### config.mk
export PLATFORM = sky130hd
export DESIGN_NAME = kshist_cell
export DESIGN_NICKNAME = d
export VERILOG_FILES = /design/src/rtl/kshist_pkg.sv /design/src/rtl/kshist_cell.sv
export SDC_FILE = /design/constraint.sdc
export NUM_CORES = 1
export LEC_CHECK = 0
export BUFFER_PORTS_ARGS = -buffer_cell sky130_fd_sc_hd__buf_4
export CORE_ASPECT_RATIO = 1.1
export CORE_MARGIN = 4
export CORE_UTILIZATION = 54
export CTS_CLUSTER_SIZE = 10
export DETAILED_ROUTE_END_ITERATION = 8
export PLACE_DENSITY = 0.72
export SLEW_MARGIN = 0
export SYNTH_ARGS = -nofsm -noshare
export SYNTH_HDL_FRONTEND = slang
export SYNTH_SLANG_ARGS = --single-unit
export TNS_END_PERCENT = 10
### constraint.sdc
create_clock -name clk -period 4.71 [get_ports clk]
set_clock_uncertainty 0.05 [all_clocks]
set_input_delay 0.471 -clock clk [delete_from_list [all_inputs] [get_ports clk]]
set_output_delay 0.471 -clock clk [all_outputs]
set_load 0.005 [all_outputs]
### src/rtl/kshist_pkg.sv
// package: widths, kinds and shared types for the keyed sample history table
`default_nettype none
package kshist_pkg;
	localparam int KEY_W = 48;
	localparam int SAMPLE_W = 8;
	localparam int DEF_TABLE_ENTRIES = 32;
	localparam int DEF_HISTORY_DEPTH = 16;
	localparam int COUNT_W = 5;
	localparam int POS_W = 4;

	typedef enum logic [1:0] {
		KIND_PUSH  = 2'd0,
		KIND_QUERY = 2'd1,
		KIND_CLEAR = 2'd2,
		KIND_NONE  = 2'd3
	} kind_t;

	typedef struct packed {
		logic [1:0]          kind;
		logic [KEY_W-1:0]    key;
		logic [SAMPLE_W-1:0] sample;
	} in_item_t;

	typedef struct packed {
		logic                found;
		logic [COUNT_W-1:0]  count;
		logic [POS_W-1:0]    position;
		logic [SAMPLE_W-1:0] value;
		logic                last;
	} out_item_t;

	// control from the sequencer to every cell
	typedef struct packed {
		logic                match_en;
		logic                push_en;
		logic                alloc_en;
		logic                clear_en;
		logic                shift_en;
		logic [KEY_W-1:0]    key;
		logic [SAMPLE_W-1:0] sample;
	} cell_ctrl_t;
endpackage
`default_nettype wire

### src/rtl/kshist_cell.sv
// one table entry: key, fill count and a sample window that rotates out on query
`default_nettype none
module kshist_cell #(
	parameter int HISTORY_DEPTH = 16,
	parameter int FILL_W = 5
) (
	input  wire logic                               clk,
	input  wire logic                               arst_n,
	input  wire kshist_pkg::cell_ctrl_t             ctrl,
	input  wire logic                               prev_used,
	output logic                                    used,
	output logic                                    hit,
	output logic [FILL_W-1:0]                       fill,
	output logic [kshist_pkg::SAMPLE_W-1:0]         head
);
	import kshist_pkg::*;

	localparam int IDX_W = $clog2(HISTORY_DEPTH);

	logic                used_q;
	logic                hit_q;
	logic [KEY_W-1:0]    key_q;
	logic [FILL_W-1:0]   fill_q;
	logic [SAMPLE_W-1:0] hist_q [HISTORY_DEPTH];

	assign used = used_q;
	assign hit  = hit_q;
	assign fill = fill_q;
	assign head = hist_q[0];

	// the first free cell after the used run takes a new key
	logic alloc_me;
	assign alloc_me = ctrl.alloc_en && prev_used && !used_q;

	// occupancy and match flag
	always_ff @(posedge clk or negedge arst_n) begin
		if (!arst_n) begin
			used_q <= 1'b0;
			hit_q  <= 1'b0;
		end else begin
			if (ctrl.clear_en) used_q <= 1'b0;
			else if (alloc_me) used_q <= 1'b1;
			if (ctrl.match_en) hit_q <= used_q && (key_q == ctrl.key);
		end
	end

	// key, fill and window; a query rotates the window by fill steps
	always_ff @(posedge clk) begin
		if (alloc_me) begin
			key_q     <= ctrl.key;
			fill_q    <= FILL_W'(1);
			hist_q[0] <= ctrl.sample;
		end else if (ctrl.push_en && hit_q) begin
			if (fill_q < FILL_W'(HISTORY_DEPTH)) begin
				hist_q[IDX_W'(fill_q)] <= ctrl.sample;
				fill_q <= fill_q + FILL_W'(1);
			end else begin
				for (int k = 0; k < HISTORY_DEPTH - 1; k++) hist_q[k] <= hist_q[k+1];
				hist_q[HISTORY_DEPTH-1] <= ctrl.sample;
			end
		end else if (ctrl.shift_en && hit_q) begin
			for (int k = 0; k < HISTORY_DEPTH - 1; k++) hist_q[k] <= hist_q[k+1];
			hist_q[IDX_W'(fill_q - FILL_W'(1))] <= hist_q[0];
		end
	end
endmodule
`default_nettype wire

## Yosys cells after proc, flatten, opt, wreduce, memory -nomap -nowiden

Memories as Yosys holds them, arrays and structs flattened.
Cells that the tools add are included.

- Memories: 1
- Bits in latches: 0
- Flip-flop bits (word level): 55
- Bits of input ports: 64
- Word-level logic and storage cells: 73
- RAM bits: 128
- Memory bits (read-only): 0

Memory list:

| memory | depth | bits a word | rd ports | clocked after Yosys merged registers in | wr ports | RTL line | source |
|---|---|---|---|---|---|---|---|
| hist_q | 16 | 8 | 16 | 0 | 16 | kshist_cell.sv:24 | `logic [SAMPLE_W-1:0] hist_q [HISTORY_DEPTH];` |

- $add $sub $neg: 2
- Shift operators: 0
- $mul: 0
- Muxes and demuxes: 38
- Bitwise gates (word level): 16
- Reductions and logical operators: 10
- Eq/ne operators: 1
- Div/mod/pow operators: 0
- Order comparisons: 1

Operators with widths:

| cell | number |
|---|---|
| $mux W8 | 18 |
| $eq A48 B48 Y1 | 1 |
| $mux W1 | 18 |
| $or A1 B1 Y1 | 16 |
| $reduce_or A8 Y1 | 2 |
| $mux W4 | 2 |
| $add A5 B1 Y5 const B | 1 |
| $logic_and A1 B1 Y1 | 5 |
| $lt A5 B5 Y1 const B | 1 |
| $sub A4 B1 Y4 const B | 1 |
| $reduce_and A2 Y1 | 1 |
| $reduce_bool A2 Y1 | 1 |
| $logic_not A1 Y1 | 1 |

## Depth between registers and ports, before layout

Gate-level depths: netlist (run 1).

- Depth in word-level cells: 8
- Gate-level depth with buffers: 10
- Depth with buffers taken out: 7

## Least setup slack after synthesis (run 1)

No wires, ideal clock.

- Kind: register to register
- Start point: register used_q (netlist: used)
- End point: memory hist_q[14][0], enable pin
- Stages on the path, launching flop included: 9
- Data arrival time: 2.829 ns
- Setup slack: 1.467 ns
- Setup time: 0.364 ns
- Path buffers: 3
- Clock period less this slack: 3.243 ns
- Cell sequence: dfrtp_1 > nand3b_1 > inv_1 > buf_2 > nor2_1 > buf_2 > a21oi_1 > clkbuf_1 > o21ai_0

RTL lines:

| element | RTL line | source |
|---|---|---|
| start, declared | kshist_cell.sv:20 | `logic used_q;` |
| start signal, assigned | kshist_cell.sv:38 | `used_q <= 1'b0;` |
| start signal, assigned | kshist_cell.sv:41 | `if (ctrl.clear_en) used_q <= 1'b0;` |
| start signal, assigned | kshist_cell.sv:42 | `else if (alloc_me) used_q <= 1'b1;` |
| end, declared | kshist_cell.sv:24 |  |

==> summary.txt, run 1 <==
Root Driver: clkbuf_16
Global-route wire length before repair: 28.4 mm
Slowest stage delay, CP: 880 ps
Final GP Congestion: 0.961
Avg Cell Area, Syn: 13.8 µm²
GRT overflow: 0
Syn Inst Count: 605
Slew Limit Fails: 0
Period utilization: 76.9%
WL met3: 1.23 mm
Setup Total Neg Slack: 0 ps
Die height: 138 µm
Syn nets: 673
Iter 0 DRT Violations: 557
Wl on met1: 7.30 mm
ANT cells: 0
Async SR Flop Fraction: 1.09%
# IOs: 79
Syn-to-layout area delta: 16.2%
Share of the synthesized area in the top cell type: 63.3%
Mapped cell area: 8350 µm²
Detailed Routing Iterations Pass 1: 7
Startpoint Class: flop
Leading post-synthesis cells by cell area: edfxtp_1 (63%), mux2_2 (8.6%), xor2_1 (3.5%)
Critical path, cell by cell: inv_1, ha_1, xnor2_1, o211ai_1, a21oi_1, o21ai_0
Die W: 127 µm
Worst ir drop on vdd: 0.240 mV
Outcome: finished, final reports clean
RSZ-0062 raised after global routing: no
Synth area leader: edfxtp_1
Placeable core region: 15100 µm²
Post-synth EDFFs: 176
Clk slew on worst S/H paths: 70 ps
DRC violations left: 0
Endpoints failing hold: 0
Slew headroom: 13.5%
Vias post-DR: 5259
Yosys reg bits: 183
CP max-delay cell: a21oi_1
Worst Setup End Kind: flop
DR WL met2: 8.72 mm
H-tree levels: 4
Vias per cell: 5.84
Routed Wire Length: 17.6 mm
Longest Clk Path Bufs: 2
Hold Path Class: primary input to flop
Uppermost layer routed: met4
Slew at the pin closest to its max-slew limit: 1280 ps
Setup-failing EPs final: 0
Number of distinct library cells after synthesis: 52
Synth warn: 0
Nets: 759
Max-cap violations: 0
Vias in the first global route: 5319
Pin count of the biggest net entering global routing: 55
Routed Antenna Nets: 0
Die ar.: 17500 µm²
Initial Utilization: 55.3%
CTS tree: built
Total global-route track usage: 20.7%
Layout Cells excl Fill: 900
Fill cell count: 1123
Row cnt: 47
Placed Cells incl. Taps: 867
Initial antenna violation count: 0
Fraction of layout cells with a size suffix above 1: 27.8%
Max Fclk: 276 MHz
Ys flop type: edfxtp_1
WS Path Type: flop to flop
TritonCTS Buffers: 17
Clk_lat worst skew: 430 ps
Sequential-to-total area share from yosys stat: 65.1%
CTS Sinks: 183
Detail Placement HPWL: 12.5 mm
Leak: 3.41 nW
WL per Instance: 19.6 µm
Power Density: 342 nW/µm²
Port bufs: 78
Final worst path period need: 3620 ps
Critical path arrival: 3580 ps
Postcts setup bufs: 0
CP max FO: 17
Worst Path Required: 4670 ps
==> stage by stage <==
stage	power, mW	setup WS [ps]	utilization [%]	hold slack, ps	cell area (µm²)
6_report	3.32	1090	64.3	130	9710
5_1_grt	3.44	743	64.3	120	9710
4_1_cts	3.35	1130	64.3	116	9710
3_5_place_dp	1.99	1130	60.5	208	9140
3_3_place_gp	1.99	1300	60.5	206	9140
2_1_floorplan	1.91	1470	-	125	8350
==> cell type report <==
type	instances	area (µm²)	area share (%)
multi-input combinational	375	2710	27.9
timing repair buffer	86	648	6.67
inverter	28	105	1.08
clock buffer	19	433	4.46
sequential	183	5440	56.0
tap	196	245	2.53
clock inverter	13	131	1.35
==> worst paths after layout <==
| kind | slack [ps] | end | cells past startpoint | start |
|---|---|---|---|---|
| setup / recovery | 1090 | hist_q[9][7] | 6 | fill[0] |
| max in group asynchronous | 4220 | hit | 2 | arst_n |
| hold / removal | 130 | used | 2 | ctrl[57] |
| min in group asynchronous | 300 | used | 2 | arst_n |
| hold reg to reg | 500 | hist_q[5][7] | 1 | hist_q[6][7] |
| setup reg to reg | 1090 | hist_q[9][7] | 6 | fill[0] |
==> power breakdown <==
group	switching, mW	internal, mW	leakage, nW
Combinational	0.0792	0.0710	1.49
Clock	0.590	0.776	0.256
Sequential	0.00941	1.80	1.67
Total	0.679	2.65	3.41
==> synthesized netlist by cell type (3+ instances only) <==
cell / n
edfxtp_1: 176
nor2_1: 65
mux2_2: 64
a21oi_1: 53
xor2_1: 33
inv_1: 28
o21ai_0: 23
xnor2_1: 20
nand2_1: 13
nand4_1: 10
o211ai_1: 9
buf_2: 8
clkbuf_1: 8
nor4_1: 8
a222oi_1: 7
a21oi_2: 6
nor3_4: 6
a31oi_1: 5
and3_1: 5
dfxtp_1: 5
nand3_1: 5
ha_1: 4
nand3b_1: 4
nor3_1: 4
o21ai_1: 3
==> placed cells by master (no fill, tap or decap), types with 2 or more instances in the layout <==
cell and instances:
edfxtp_1 176, buf_4 85, nor2_1 65, mux2_2 64, a21oi_1 53, xor2_1 33, inv_1 27, o21ai_0 23
xnor2_1 20, clkbuf_16 17, nand2_1 13, nand4_1 10, o211ai_1 9, nor4_1 8, a222oi_1 7, a21oi_2 6
nor3_4 6, clkinvlp_4 6, nand3_1 5, and3_1 5, a31oi_1 5, dfxtp_1 5, nand3b_1 4, nor3_1 4
ha_1 4, o21ai_1 3, and3b_1 2, o31ai_1 2, nand2b_1 2, nor2b_1 2, bufinv_16 2, clkbuf_1 2
clkinv_2 2, clkinv_1 2, dfrtp_1 2
==> cell families (layout without fill, tap and decap cells) <==
family / Yosys count / after routing / synth area share [%]
compound gates: 119 / 119 / 8.87
flops: 183 / 183 / 65.1
simple gates: 134 / 134 / 8.72
fa+ha+maj: 4 / 4 / 0.599
buf+inv: 47 / 146 / 2.46
mux: 65 / 65 / 8.75
xor+xnor: 53 / 53 / 5.56
==> routing by layer <==
layer  GRT usage (%)  up-vias
li1                -     2451
met1            26.8     2570
met2            33.2      213
met3            5.75       25
met4            8.07        0
met5               0        -
==> worst max-delay path, delay by kind of cell (launching register included) <==
kind                       cells  cell delay (ps)
adders and majority gates      1              390
DFF                            1              630
xor gates and xnor gates       1              230
AOI/OAI and AO/OA              3             1680
buffers and inverters          1              210
==> flip-flops by register name, indices dropped and copies added (netlist names) <==
name / flops
hit: 1
used: 1
hist_q: 128
fill: 5
key_q: 48
==> repair_timing <==
action	in CTS	in global routing
endpoints found under the hold margin	2	0
hold buffers	1	0
gates resized for setup	0	0
Note: power is estimated with default switching activity, not from simulation.
==> run 2: changes to the inputs <==
Clock period 4.71 ns to 3.73 ns, I/O delays scaled along.
==> summary.txt, run 2 (synthesis gave the netlist of run 1 again) <==
Endpoints failing hold: 0 (unchanged)
Combinational share of power: 4.6% (about the same)
RSZ-0062 raised after global routing: no
FF-to-FF setup slack: 420 ps (-670 ps)
Clk slew on worst S/H paths: 60 ps (about the same)
Startpoint Class: flop
Switching Fraction: 20.1% (-0.37 points)
WHS Path Cells: 2 (unchanged)
R2R depth: 6 (unchanged)
Detail Placement HPWL: 13.0 mm (+4.0%)
Syn-to-layout area delta: 16.8%
Pin count of the biggest net entering global routing: 35 (-36%)
WL per Instance: 20.1 µm (+2.6%)
Internal power: 3.34 mW (+26%)
Longest Clk Path Bufs: 2 (unchanged)
Setup Total Neg Slack: 0 ps (unchanged)
Clk_lat worst skew: 420 ps (about the same)
Top reg by flops: hist_q
Routed Antenna Nets: 0 (unchanged)
Worst Path Required: 3850 ps (-820 ps)
TritonCTS Buffers: 17 (unchanged)
Power Density: 427 nW/µm² (+25%)
Placed inst area: 9210 µm² (+0.74%)
Iter 0 DRT Violations: 504 (-9.5%)
Total global-route track usage: 21.3% (+0.58 points)
Root Driver: clkbuf_16
Share of power burned in registers: 54.8% (+0.4 points)
Final worst path period need: 3310 ps (-312 ps)
Final GP Congestion: 0.930 (-3.2%)
ANT cells: 0 (unchanged)
Leak: 3.47 nW (+1.6%)
Worst reg2reg path endpoint: hist_q[1][4]
Max reg flops: 128 (unchanged)
Max Fclk: 302 MHz (+9.4%)
Global-route wire length before repair: 29.2 mm (+2.8%)
Outcome: finished, final reports clean
Vias per cell: 5.91 (+1.2%)
DRC violations left: 0 (unchanged)
Setup-failing EPs final: 0 (unchanged)
Die height: 138 µm (unchanged)
Hold Path Class: primary input to flop
Initial antenna violation count: 0 (unchanged)
R2R Path Start: fill[0]
Postcts setup bufs: 0 (unchanged)
Most frequent cells in the layout: edfxtp_1 (176), buf_4 (94), nor2_1 (65), mux2_2 (64), a21oi_1 (53)
Period utilization: 88.7% (+12 points)
Vias in the first global route: 5546 (+4.3%)
Critical Path End: hist_q[1][4]
Port bufs: 78 (unchanged)
NetSw: 837 µW (+23%)
Placeable core region: 15100 µm² (unchanged)
Nets: 768 (+1.2%)
Slew headroom: 22.1% (+8.5 points)
Vias post-DR: 5368 (+2.1%)
# IOs: 79 (unchanged)
Slew Limit Fails: 0 (unchanged)
Clock Power Share: 40.6% (-0.5 points)
Critical path arrival: 3430 ps (-150 ps)
Fraction of layout cells with a size suffix above 1: 28.5% (+0.67 points)
WS Path Type: flop to flop
CP max FO: 14 (-3)
Placed Cells incl. Taps: 876 (+1.0%)
CTS Sinks: 183 (unchanged)
Row cnt: 47 (unchanged)
CTS tree: built
Routed Wire Length: 18.3 mm (+3.5%)
Commonest non-fill, non-tap cell in the layout: edfxtp_1
Max-cap violations: 0 (unchanged)
Slew at the pin closest to its max-slew limit: 1160 ps (-126 ps)
Layout Cells excl Fill: 908 (+0.89%)
Origin of the worst setup path: fill[0]
Design Area, Final: 9760 µm² (+0.50%)
GRT overflow: 0 (unchanged)
Die W: 127 µm (unchanged)
Worst ir drop on vdd: 0.293 mV (+22%)
Initial Utilization: 55.3% (unchanged)
Detailed Routing Iterations Pass 1: 7 (unchanged)
Die ar.: 17500 µm² (unchanged)
Worst Setup End Kind: flop
H-tree levels: 4 (unchanged)
==> run 2: cell types whose count changed in the layout (fill, tap and decap cells not counted) <==
cell / change
clkinv_2: +3
buf_4: +9
clkinvlp_4: -5
clkbuf_1: +1
clkinv_4: +1
inv_6: -1
==> run 2: how the worst min path moves through the flow <==
| stage | from | end | slack, ps |
|---|---|---|---|
| 2_1_floorplan | arst_n | hit | 30 |
| 3_3_place_gp | arst_n | used | 110 |
| 3_5_place_dp | arst_n | used | 110 |
| 4_1_cts | ctrl[57] | used | 30 |
| 5_1_grt | ctrl[57] | used | 40 |
| 6_report | ctrl[57] | used | 50 |
==> run 2: metrics by stage <==
stage | setup slack [ps] | hold slack (ps) | utilization, % | power (mW)
after global placement | 642 | 108 | 60.9 | 2.51
final | 421 | 46.9 | 64.6 | 4.17
after global routing | 255 | 41.8 | 64.6 | 4.30
after detailed placement | 526 | 109 | 60.9 | 2.52
after CTS | 493 | 27.2 | 64.6 | 4.20
after floorplan | 487 | 27.4 | - | 2.41
==> run 2: power by group through the flow <==
stage                     Sequential [mW]  Combinational, mW  Clock [mW]
after global placement               2.33              0.184           0
after floorplan                      2.33             0.0851           0
after detailed placement             2.33              0.193           0
after global routing                 2.29              0.213        1.80
after CTS                            2.28              0.195        1.72
final                                2.28              0.194        1.69
==> run 2: layout make-up <==
type | count | area [µm²]
Inverter | 28 | 105
Tap cell | 196 | 245
Timing Repair Buffer | 95 | 716
Sequential cell | 183 | 5440
Multi-Input combinational cell | 375 | 2710
Clock inverter | 11 | 109
Clock buffer | 20 | 437
Fill cell | 1102 | 5350
==> run 2: worst max-delay path, cell delays in order, from the launching register on <==
cell,delay [ps]
dfxtp_1,640
inv_1,220
ha_1,400
o41ai_1,670
a21oi_1,270
nor3_4,430
mux2_2,390
==> run 2: what timing repair did <==
| action | CTS | global route |
|---|---|---|
| resized for setup | 0 | 0 |
| hold endpoints to repair | 2 | 0 |
| hold buffers | 1 | 0 |
==> run 2: layer usage <==
metal	track usage (%)	up-vias	wire, µm
li1	-	2482	-
met2	34.8	227	9070
met4	7.91	0	385
met1	27.3	2627	7480
met3	5.59	32	1320
met5	0	-	0
==> run 3: changes to the inputs <==
Clock period 3.73 ns to 4.2 ns, I/O delays scaled along.
==> summary.txt, run 3 (synthesis gave the netlist of run 1 again) <==
Outcome: finished, final reports clean
Routed Antenna Nets: 0 (unchanged)
TritonCTS Buffers: 17 (unchanged)
Power Density: 390 nW/µm² (-8.8%)
Setup-failing EPs final: 0 (unchanged)
RSZ-0062 raised after global routing: no
Root Driver: clkbuf_16
Worst Path Required: 4160 ps (+310 ps)
Leak: 3.45 nW (-0.56%)
Slew Limit Fails: 0 (unchanged)
GRT overflow: 0 (unchanged)
Fraction of layout cells with a size suffix above 1: 28.0% (-0.47 points)
# IOs: 79 (unchanged)
Endpoints failing hold: 0 (unchanged)
Max reg flops: 128 (unchanged)
Slowest stage delay, CP: 870 ps (+200 ps)
Clk_lat worst skew: 430 ps (about the same)
ANT cells: 0 (unchanged)
CP max-delay cell: a21oi_1
Port bufs: 78 (unchanged)
Most frequent cells in the layout: edfxtp_1 (176), buf_4 (87), nor2_1 (65), mux2_2 (64), a21oi_1 (53)
Final worst path period need: 3630 ps (+322 ps)
H-tree levels: 4 (unchanged)
CTS Sinks: 183 (unchanged)
Cts repair resizes: 0 (unchanged)
Routed Wire Length: 18.0 mm (-1.7%)
Hold Path Class: primary input to flop
Final GP Congestion: 0.909 (-2.2%)
Critical path, cell by cell: inv_1, ha_1, xnor2_1, o211ai_1, a21oi_1, o21ai_0
Critical path arrival: 3590 ps (+160 ps)
Max-cap violations: 0 (unchanged)
Commonest non-fill, non-tap cell in the layout: edfxtp_1
Die W: 127 µm (unchanged)
Max Fclk: 275 MHz (-8.9%)
# hold bufs at CTS: 1 (unchanged)
Clk slew on worst S/H paths: 70 ps (about the same)
Worst Setup End Kind: flop
Worst ir drop on vdd: 0.275 mV (-6.0%)
Pin count of the biggest net entering global routing: 53 (+51%)
Longest Clk Path Bufs: 2 (unchanged)
Slew at the pin closest to its max-slew limit: 1260 ps (+102 ps)
Detail Placement HPWL: 12.5 mm (-4.1%)
CTS tree: built
Hold WS: 99.9 ps (+53.0 ps)
Detailed Routing Iterations Pass 1: 5 (-2)
Total power: 3.80 mW (-8.9%)
Fill cell count: 1084 (-1.6%)
Nets: 762 (-0.78%)
Total global-route track usage: 20.8% (-0.47 points)
Die ar.: 17500 µm² (unchanged)
DRC violations left: 0 (unchanged)
Startpoint Class: flop
Vias post-DR: 5275 (-1.7%)
Iter 0 DRT Violations: 565 (+12%)
Row cnt: 47 (unchanged)
Postcts setup bufs: 0 (unchanged)
Period utilization: 86.5% (-2.3 points)
WL per Instance: 19.9 µm (-1.0%)
Top reg by flops: hist_q
Vias in the first global route: 5315 (-4.2%)
Global-route wire length before repair: 28.2 mm (-3.4%)
Initial antenna violation count: 0 (unchanged)
CP max FO: 17 (+3)
Placeable core region: 15100 µm² (unchanged)
Slew headroom: 15.2% (-6.9 points)
WS Path Type: flop to flop
Syn-to-layout area delta: 16.7% (about the same)
Setup Total Neg Slack: 0 ps (unchanged)
Die height: 138 µm (unchanged)
Initial Utilization: 55.3% (unchanged)
Vias per cell: 5.85 (-1.1%)
## run 3: cell types whose count changed in the layout (fill, tap and decap cells not counted)
cell	delta
clkbuf_2	+1
bufinv_16	+1
clkbuf_1	-1
buf_4	-7
inv_6	+1
clkinvlp_4	+1
clkinv_2	-4
clkinv_4	+2
## run 3: layout make-up
cell class | count | area [µm²] | area share (%)
clock buffer | 19 | 433 | 4.44
clock inverter | 12 | 153 | 1.57
inverter | 28 | 105 | 1.08
multi-input combinational | 375 | 2710 | 27.8
sequential | 183 | 5440 | 55.7
tap | 196 | 245 | 2.51
timing repair buffer | 89 | 668 | 6.85
## run 3: where the power goes
group          total (mW)  internal (mW)  switching (mW)
sequential           2.03           2.02          0.0113
clock                1.60          0.932           0.667
combinational       0.173         0.0807          0.0919
total                3.80           3.03           0.770
## run 3: metal layers
metal | GRT usage (%) | vias to the layer above | part of all wire (%)
li1 | - | 2470 | -
met1 | 26.3 | 2584 | 40
met2 | 34.2 | 193 | 50
met3 | 6.02 | 28 | 7.6
met4 | 7.62 | 0 | 2.1
met5 | 0 | - | 0
## run 3: worst paths after layout
check | from | to | slack [ps] | cells after the start
hold / removal | ctrl[57] | used | 100 | 2
setup reg to reg | fill[0] | hist_q[10][6] | 570 | 6
hold reg to reg | hist_q[2][6] | hist_q[1][6] | 500 | 1
setup / recovery | fill[0] | hist_q[10][6] | 570 | 6
max in group asynchronous | arst_n | hit | 3750 | 2
min in group asynchronous | arst_n | used | 260 | 2
## run 3: worst max-delay path: cells and delay by family, from the launching register on
kind | cells | cell delay, ps
fa+ha+maj | 1 | 400
buf+inv | 1 | 210
compound gates | 3 | 1660
xor+xnor | 1 | 250
flops | 1 | 630
## run 3: metrics by stage
stage	instances	area, µm²	worst slack [ps]	util (%)
floorplan	605	8350	957	-
detailed placement	869	9150	579	60.6
global placement	869	9150	799	60.6
CTS	901	9750	601	64.5
finish	902	9750	569	64.5
global route	902	9750	136	64.5
